## src/hw/rtl/prq_pkg.sv

```systemverilog
// ============================================================================
// prq_pkg - shared types and constants of the priority ready queue scheduler
// Holds the sizing constants, the command and response payloads, the
// sequencer states and the request/response bundles of the link store.
// ============================================================================
package prq_pkg;

  // sizing
  localparam int unsigned PRIORITY_LEVELS = 32;
  localparam int unsigned THREAD_SLOTS    = 64;
  localparam int unsigned LEVEL_W         = $clog2(PRIORITY_LEVELS);
  localparam int unsigned SLOT_W          = $clog2(THREAD_SLOTS);
  localparam int unsigned LOCK_W          = 16;

  // operation codes
  typedef enum logic [2:0] {
    OP_INSERT = 3'd0,
    OP_REMOVE = 3'd1,
    OP_SCHED  = 3'd2,
    OP_START  = 3'd3,
    OP_ENTER  = 3'd4,
    OP_EXIT   = 3'd5
  } op_e_t;

  // command payload
  typedef struct packed {
    logic [2:0] op;
    logic [5:0] thread_id;
    logic [4:0] priority_req;
  } cmd_t;

  // response payload
  typedef struct packed {
    logic [5:0]  running_thread;
    logic [4:0]  running_priority;
    logic        switched;
    logic        started;
    logic [15:0] lock_level;
    logic        none_ready;
  } rsp_t;

  // sequencer states
  typedef enum logic [1:0] {
    ST_IDLE,
    ST_READ,
    ST_EXEC,
    ST_DONE
  } state_t;

  // link store request: one read set and one write per memory
  typedef struct packed {
    logic               rd_en;
    logic [LEVEL_W-1:0] head_raddr;
    logic [LEVEL_W-1:0] tail_raddr;
    logic [SLOT_W-1:0]  slot_raddr;
    logic               head_we;
    logic [LEVEL_W-1:0] head_waddr;
    logic [SLOT_W-1:0]  head_wdata;
    logic               tail_we;
    logic [LEVEL_W-1:0] tail_waddr;
    logic [SLOT_W-1:0]  tail_wdata;
    logic               next_we;
    logic [SLOT_W-1:0]  next_waddr;
    logic [SLOT_W-1:0]  next_wdata;
    logic               prev_we;
    logic [SLOT_W-1:0]  prev_waddr;
    logic [SLOT_W-1:0]  prev_wdata;
  } link_req_t;

  // link store registered read data
  typedef struct packed {
    logic [SLOT_W-1:0] head;
    logic [SLOT_W-1:0] tail;
    logic [SLOT_W-1:0] next;
    logic [SLOT_W-1:0] prev;
  } link_rsp_t;

endpackage

```

## src/hw/rtl/prq_ffs.sv

```systemverilog
// ============================================================================
// prq_ffs - find-first-set over the ready bitmap
// Returns the lowest-numbered set level and whether any level is set.
// ============================================================================
module prq_ffs (
  input  logic [prq_pkg::PRIORITY_LEVELS-1:0] mask,
  output logic                                found,
  output logic [prq_pkg::LEVEL_W-1:0]         level
);
  import prq_pkg::*;

  // priority encoder, lowest index wins
  always_comb begin
    found = |mask;
    level = '0;
    for (int i = PRIORITY_LEVELS - 1; i >= 0; i--) begin
      if (mask[i]) begin
        level = LEVEL_W'(i);
      end
    end
  end

endmodule

```

## src/hw/rtl/prq_links.sv

```systemverilog
// ============================================================================
// prq_links - queue head/tail and thread link memories
// Four single-write, single-read memories with registered read data.
// ============================================================================
module prq_links (
  input  logic                clk,
  input  prq_pkg::link_req_t  req,
  output prq_pkg::link_rsp_t  rd
);
  import prq_pkg::*;

  logic [SLOT_W-1:0] head_mem [PRIORITY_LEVELS];
  logic [SLOT_W-1:0] tail_mem [PRIORITY_LEVELS];
  logic [SLOT_W-1:0] next_mem [THREAD_SLOTS];
  logic [SLOT_W-1:0] prev_mem [THREAD_SLOTS];

  // writes
  always_ff @(posedge clk) begin
    if (req.head_we) head_mem[req.head_waddr] <= req.head_wdata;
    if (req.tail_we) tail_mem[req.tail_waddr] <= req.tail_wdata;
    if (req.next_we) next_mem[req.next_waddr] <= req.next_wdata;
    if (req.prev_we) prev_mem[req.prev_waddr] <= req.prev_wdata;
  end

  // registered reads
  always_ff @(posedge clk) begin
    if (req.rd_en) begin
      rd.head <= head_mem[req.head_raddr];
      rd.tail <= tail_mem[req.tail_raddr];
      rd.next <= next_mem[req.slot_raddr];
      rd.prev <= prev_mem[req.slot_raddr];
    end
  end

endmodule

```

## src/hw/rtl/priority_ready_queue_scheduler_unit.sv

```systemverilog
// ============================================================================
// priority_ready_queue_scheduler_unit - bitmap ready queue thread scheduler
// Per-level FIFOs as doubly linked lists, a ready bitmap, find-first-set
// selection of the next thread and a scheduler lock count.
// ============================================================================
//
//  channel | signals                 | role
//  --------+-------------------------+------------------------------------
//  cmd     | cmd_valid, cmd_stall,cmd| one operation per transfer
//  rsp     | rsp_valid, rsp_stall,rsp| one result per operation
//
//  Each command passes through accept, link/head read with bitmap search,
//  update and response load. The registered read of the link memories sets
//  the read-then-write sequence of every operation.
//  A new command is taken while the previous response still waits.
//  Synchronous active-high reset clears the bitmap, running thread and lock
//  count; link memories need no clearing.
//
module priority_ready_queue_scheduler_unit (
  input  logic           clk,
  input  logic           rst,
  input  logic           cmd_valid,
  output logic           cmd_stall,
  input  prq_pkg::cmd_t  cmd,
  output logic           rsp_valid,
  input  logic           rsp_stall,
  output prq_pkg::rsp_t  rsp
);
  import prq_pkg::*;

  state_t                     state, state_next;
  cmd_t                       item;
  logic [PRIORITY_LEVELS-1:0] ready_mask, ready_mask_next;
  logic [SLOT_W-1:0]          cur_thread, cur_thread_next;
  logic                       cur_valid, cur_valid_next;
  logic [LEVEL_W-1:0]         cur_level, cur_level_next;
  logic [LOCK_W-1:0]          lock_nest, lock_nest_next;
  logic                       pick_found;
  logic [LEVEL_W-1:0]         pick_level;
  logic                       sw, sw_next;
  logic                       none, none_next;

  logic                       ffs_found;
  logic [LEVEL_W-1:0]         ffs_level;
  link_req_t                  lreq;
  link_rsp_t                  lrd;

  logic [SLOT_W-1:0]          tid_s;
  logic [LEVEL_W-1:0]         pri_l;
  logic                       args_ok;
  logic                       level_set;
  logic                       is_pick_op;
  logic                       do_pick;
  logic [LOCK_W-1:0]          lock_dec;
  logic                       rsp_free;
  logic                       is_head, is_tail;

  // bitmap search
  prq_ffs u_ffs (
    .mask  (ready_mask),
    .found (ffs_found),
    .level (ffs_level)
  );

  // link memories
  prq_links u_links (
    .clk (clk),
    .req (lreq),
    .rd  (lrd)
  );

  // decoded command fields
  assign tid_s     = SLOT_W'(item.thread_id);
  assign pri_l     = LEVEL_W'(item.priority_req);
  assign args_ok   = (32'(item.thread_id) < THREAD_SLOTS) &&
                     (32'(item.priority_req) < PRIORITY_LEVELS);
  assign level_set = ready_mask[pri_l];
  assign is_pick_op = (item.op == OP_SCHED) || (item.op == OP_START) ||
                      (item.op == OP_EXIT);
  assign lock_dec  = (lock_nest != '0) ? lock_nest - LOCK_W'(1) : lock_nest;
  assign rsp_free  = !rsp_valid || !rsp_stall;
  assign is_head   = (lrd.head == tid_s);
  assign is_tail   = (lrd.tail == tid_s);

  // next state
  always_comb begin
    state_next = state;
    unique case (state)
      ST_IDLE: if (cmd_valid) state_next = ST_READ;
      ST_READ: state_next = ST_EXEC;
      ST_EXEC: state_next = ST_DONE;
      ST_DONE: if (rsp_free) state_next = ST_IDLE;
      default: state_next = ST_IDLE;
    endcase
  end

  // sequencer outputs and update datapath
  always_comb begin
    cmd_stall       = (state != ST_IDLE);
    lreq            = '0;
    ready_mask_next = ready_mask;
    cur_thread_next = cur_thread;
    cur_valid_next  = cur_valid;
    cur_level_next  = cur_level;
    lock_nest_next  = lock_nest;
    sw_next         = sw;
    none_next       = none;
    do_pick         = 1'b0;

    unique case (state)
      ST_READ: begin
        lreq.rd_en      = 1'b1;
        lreq.head_raddr = is_pick_op ? ffs_level : pri_l;
        lreq.tail_raddr = pri_l;
        lreq.slot_raddr = tid_s;
      end
      ST_EXEC: begin
        sw_next   = 1'b0;
        none_next = 1'b0;
        unique case (op_e_t'(item.op))
          OP_INSERT: begin
            if (args_ok) begin
              if (!level_set) begin
                lreq.head_we    = 1'b1;
                lreq.head_waddr = pri_l;
                lreq.head_wdata = tid_s;
              end else begin
                lreq.next_we    = 1'b1;
                lreq.next_waddr = lrd.tail;
                lreq.next_wdata = tid_s;
                lreq.prev_we    = 1'b1;
                lreq.prev_waddr = tid_s;
                lreq.prev_wdata = lrd.tail;
              end
              lreq.tail_we           = 1'b1;
              lreq.tail_waddr        = pri_l;
              lreq.tail_wdata        = tid_s;
              ready_mask_next[pri_l] = 1'b1;
            end
          end
          OP_REMOVE: begin
            if (args_ok && level_set) begin
              priority if (is_head && is_tail) begin
                ready_mask_next[pri_l] = 1'b0;
              end else if (is_head) begin
                lreq.head_we    = 1'b1;
                lreq.head_waddr = pri_l;
                lreq.head_wdata = lrd.next;
              end else if (is_tail) begin
                lreq.tail_we    = 1'b1;
                lreq.tail_waddr = pri_l;
                lreq.tail_wdata = lrd.prev;
              end else begin
                lreq.next_we    = 1'b1;
                lreq.next_waddr = lrd.prev;
                lreq.next_wdata = lrd.next;
                lreq.prev_we    = 1'b1;
                lreq.prev_waddr = lrd.next;
                lreq.prev_wdata = lrd.prev;
              end
            end
          end
          OP_SCHED: do_pick = (lock_nest == '0);
          OP_START: do_pick = 1'b1;
          OP_ENTER: begin
            if (lock_nest != '1) lock_nest_next = lock_nest + LOCK_W'(1);
          end
          OP_EXIT: begin
            lock_nest_next = lock_dec;
            do_pick        = (lock_dec == '0) && cur_valid;
          end
          default: ;
        endcase

        // pick the head of the lowest ready level
        if (do_pick) begin
          if (!pick_found) begin
            none_next = 1'b1;
          end else if (!(cur_valid && lrd.head == cur_thread)) begin
            cur_thread_next = lrd.head;
            cur_level_next  = pick_level;
            cur_valid_next  = 1'b1;
            sw_next         = 1'b1;
          end
        end
      end
      default: ;
    endcase
  end

  // control and scheduler state
  always_ff @(posedge clk) begin
    if (rst) begin
      state      <= ST_IDLE;
      ready_mask <= '0;
      cur_thread <= '0;
      cur_valid  <= 1'b0;
      cur_level  <= LEVEL_W'(PRIORITY_LEVELS - 1);
      lock_nest  <= '0;
      rsp_valid  <= 1'b0;
    end else begin
      state      <= state_next;
      ready_mask <= ready_mask_next;
      cur_thread <= cur_thread_next;
      cur_valid  <= cur_valid_next;
      cur_level  <= cur_level_next;
      lock_nest  <= lock_nest_next;
      if (state == ST_DONE && rsp_free) begin
        rsp_valid <= 1'b1;
      end else if (!rsp_stall) begin
        rsp_valid <= 1'b0;
      end
    end
  end

  // command capture, search result and response payload
  always_ff @(posedge clk) begin
    if (state == ST_IDLE && cmd_valid) item <= cmd;
    if (state == ST_READ) begin
      pick_found <= ffs_found;
      pick_level <= ffs_level;
    end
    sw   <= sw_next;
    none <= none_next;
    if (state == ST_DONE && rsp_free) begin
      rsp.running_thread   <= 6'(cur_thread);
      rsp.running_priority <= 5'(cur_level);
      rsp.switched         <= sw;
      rsp.started          <= cur_valid;
      rsp.lock_level       <= lock_nest;
      rsp.none_ready       <= none;
    end
  end

endmodule

```

## config.mk

```make
export PLATFORM = sky130hd
export DESIGN_NAME = priority_ready_queue_scheduler_unit
export DESIGN_NICKNAME = d
export VERILOG_FILES = /design/src/hw/rtl/prq_pkg.sv /design/src/hw/rtl/prq_ffs.sv /design/src/hw/rtl/prq_links.sv /design/src/hw/rtl/priority_ready_queue_scheduler_unit.sv
export SDC_FILE = /design/constraint.sdc
export NUM_CORES = 2
export LEC_CHECK = 0
export ABC_CLOCK_PERIOD_IN_PS = 6800
export BUFFER_PORTS_ARGS = -buffer_cell sky130_fd_sc_hd__buf_4
export CORE_MARGIN = 5
export CORE_UTILIZATION = 25
export DETAILED_ROUTE_END_ITERATION = 8
export GPL_ROUTABILITY_DRIVEN = 0
export HOLD_SLACK_MARGIN = 0.06
export PLACE_DENSITY = 0.38
export SLEW_MARGIN = 10
export SYNTH_ARGS = -nofsm -noshare
export SYNTH_HDL_FRONTEND = slang
export SYNTH_SLANG_ARGS = --single-unit
```

## constraint.sdc

```tcl
create_clock -name clk -period 6.8 [get_ports clk]
set_clock_uncertainty 0.2 [all_clocks]
set_input_delay 1.36 -clock clk [delete_from_list [all_inputs] [get_ports clk]]
set_output_delay 1.36 -clock clk [all_outputs]
set_load 0.005 [all_outputs]
```

==> flow_summary.yaml <==
yosys:
  synthTopCellsByCount: "edfxtp_1 (1228), nor2_1 (380), nand2_1 (178)"
  synth_edf_count: 1228
  synth.net_count: 3326
  yosysWarningCount: 0
  synthCells: 3300
  synth.distinct_cells: 80
  avgSynthCellArea_um2: 15.98
  synth_seq_area_share_pct: 72.30
  synth-async-reset-ratio_pct: 0
  yosysMostFrequentCell: "edfxtp_1"
  yosysTopAreaCellShare_pct: 69.91
  syn-cell-area_mm2: 0.05275
  post_synth_main_area_contributors: "edfxtp_1 (70%), mux4_2 (6.6%), mux2i_1 (3.0%)"
  yosysTopAreaCell: "edfxtp_1"
  ys_seq_elements: 1291
  ys.flop_type: "edfxtp_1"
flow_run:
  max_cap_viol_count: 0
clocking:
  clk_pin_slew_ns: 0.06
  cts_max_level: 4
  ctsHoldBuffers: 0
  cts.sinks: 1291
  postCtsSetupBuffers: 0
  numCtsBuffers: 148
  root_buffer: "clkbuf_16"
  cts_tree: "done"
  clock_tree.buffer_depth: 3
  ctsResizeCount: 0
  clkLatencyLatePin_ns: 0.79
detailed_routing:
  vias: 28950
  first_pass_iters: 5
  post-route-drc-count: 0
  wl_per_cell_um: 23.49
  finalWirelength_um: 147500
  drtIter0Drc: 2107
  via_per_inst: 4.611
  drtAntennaViolNets: 0
global_route:
  antenna_found_initial: 5
  grt_max_degree: 79
  grt_pass1_vias: 30020
  gr-total-overflow: 0
  grt_pass1_wl_um: 216300
  grt.total_usage_pct: 13.13
sta:
  slew_headroom_pct: 18.83
  hold_viol: 0
  fin_crit_sh_pct: 75.85
  worst_slew_pin_slew_ns: 1.209
  tns_ns: 0
  period_needed_ns: 5.158
  slew_viol_final: 0
  setup_viol: 0
  max_freq_ghz: 0.1939
  rsz0062_at_grt: "false"
setup_path:
  start_kind: "register"
  critPathSlowestCell: "or4_4"
  reg2reg_from: "pri_l[3]$_DFFE_PP_"
  max_stage_delay_ns: 0.76
  path_max_fanout: 65
  end_kind: "register"
  cp.required_ns: 7.03
  crit_start: "pri_l[3]$_DFFE_PP_"
  cp_cell_sequence: "or3b_2, o22ai_1, or4_4, or2_1, nor2_4, buf_4, nand3_1, nor2_1"
  cp.arrival_ns: 5.38
  worstSetupPathType: "reg2reg"
placed_design:
  hpwl_um: 90790
  port-buffer-count: 49
layout:
  fillers: 21040
  final_util_pct: 29.23
  drive_gt1_share_pct: 17.25
  syn2layout_area_growth_pct: 16.25
  nets: 3374
min_path:
  hp-start: "sw$_SDFFCE_PN0P_"
  hold_class: "reg2reg"
power_and_ir_drop:
  p_leak_nw: 16.55
  vdd_drop_max_v: 0.0002569
  powerDensity_mw_per_mm2: 324.2
die:
  core-area_mm2: 0.2098
  num_rows: 168
  dieArea_mm2: 0.2203
  pin_count: 50
  die_h_um: 469.3
  start_util_pct: 25.14
  die_w_um: 469.3
run_status:
  outcome: "finished clean"
[final timing paths]
path | endpoint | slack, ns | depth (start not counted)
max | u_links.next_mem[62][4]$_DFFE_PP_ | 1.64 | 8
min | rsp[18]$_DFFE_PP_ | 0.23 | 0
min reg2reg | rsp[18]$_DFFE_PP_ | 0.23 | 0
max reg2reg | u_links.next_mem[62][4]$_DFFE_PP_ | 1.64 | 8
[placed cells by master, fill, tap and decap left out, types with 12 or more instances in the layout]
cell	synthesis	routed
a211oi_1	87	87
a21oi_1	154	154
a221oi_1	12	12
a22oi_1	36	36
a31oi_1	14	13
buf_4	6	112
bufinv_16	0	14
clkbuf_1	137	27
clkbuf_16	0	152
clkinv_1	0	43
clkinv_2	0	19
dfxtp_1	63	63
edfxtp_1	1228	1228
inv_1	16	15
mux2_2	43	43
mux2i_1	156	156
mux4_2	154	154
nand2_1	178	170
nand2_2	8	12
nand2b_1	14	13
nand3_1	42	42
nand3b_1	29	29
nor2_1	380	359
nor2_2	2	14
nor3_1	43	41
nor4_1	37	37
o211ai_1	13	13
o21ai_0	59	59
o221ai_1	118	118
or2_2	12	12
xnor2_1	15	15
xor2_1	15	15
[per-layer routing]
layer | routed length, um | vias up | global-route usage, %
met3 | 5223 | 206 | 2.123
met2 | 68470 | 597 | 20.74
met1 | 69860 | 14910 | 18.50
li1 | - | 13240 | -
met4 | 3932 | 0 | 4.150
met5 | 0 | - | 0
[stage by stage]
stage | hold WS, ns | instances | total power [mW] | setup WS, ns | instance area [um^2]
2_1_floorplan | 0.2003 | 3300 | 10.96 | 0.6713 | 52750
3_3_place_gp | 0.2068 | 6003 | 12.12 | 1.711 | 56440
3_5_place_dp | 0.2147 | 6003 | 12.12 | 1.568 | 56440
4_1_cts | 0.2362 | 6277 | 20.21 | 1.579 | 61320
5_1_grt | 0.2436 | 6278 | 20.70 | 1.187 | 61320
6_report | 0.2349 | 6278 | 19.88 | 1.642 | 61320
[where the power goes]
group | switching [mW] | internal (mW) | total (mW) | leakage (nW)
logic | 2.00 | 0.918 | 2.92 | 4.73
clock network | 3.31 | 4.69 | 8.01 | 2.37
registers | 0.163 | 8.79 | 8.96 | 9.45
[state kept, by name (all words and copies together) (netlist names), 2 cells and up, named ones only]
register and flops:
u_links.tail_mem 192, state 2, item 3, u_links.rd 24
pick_level 5, lock_nest 16, u_links.next_mem 384, rsp 30
tid_s 6, cur_level 5, cur_thread 6, u_links.prev_mem 384
u_links.head_mem 192, pri_l 5
[critical path: cells and delay by family, from the launching register on]
| kind | cells | cell delay (ns) |
|---|---|---|
| buf+inv | 1 | 0.64 |
| compound gates | 1 | 0.17 |
| simple gates | 6 | 3.03 |
| flops | 1 | 0.74 |
[layout make-up]
class	count	area [um^2]	area share, %
Sequential cell	1291	38140	62.19
Multi-Input combinational cell	1776	13830	22.55
Clock buffer	183	3960	6.458
Tap cell	2805	3510	5.723
Clock inverter	91	920.9	1.502
Timing Repair Buffer	115	900.9	1.469
Inverter	16	60.06	0.09794
Antenna cell	1	2.502	0.004081
[kinds of logic (layout without fill, tap and decap cells)]
family,after synthesis,count (layout),synth area share [%]
muxes,354,354,10.50
and+or+nand+nor,822,822,7.265
adders and majority gates,8,8,0.1898
xor gates and xnor gates,30,30,0.4981
AOI/OAI and AO/OA,562,562,7.396
other,0,1,0
buffers and inverters,233,405,1.857
DFF,1291,1291,72.30
Power figures use the tool's default switching activity.
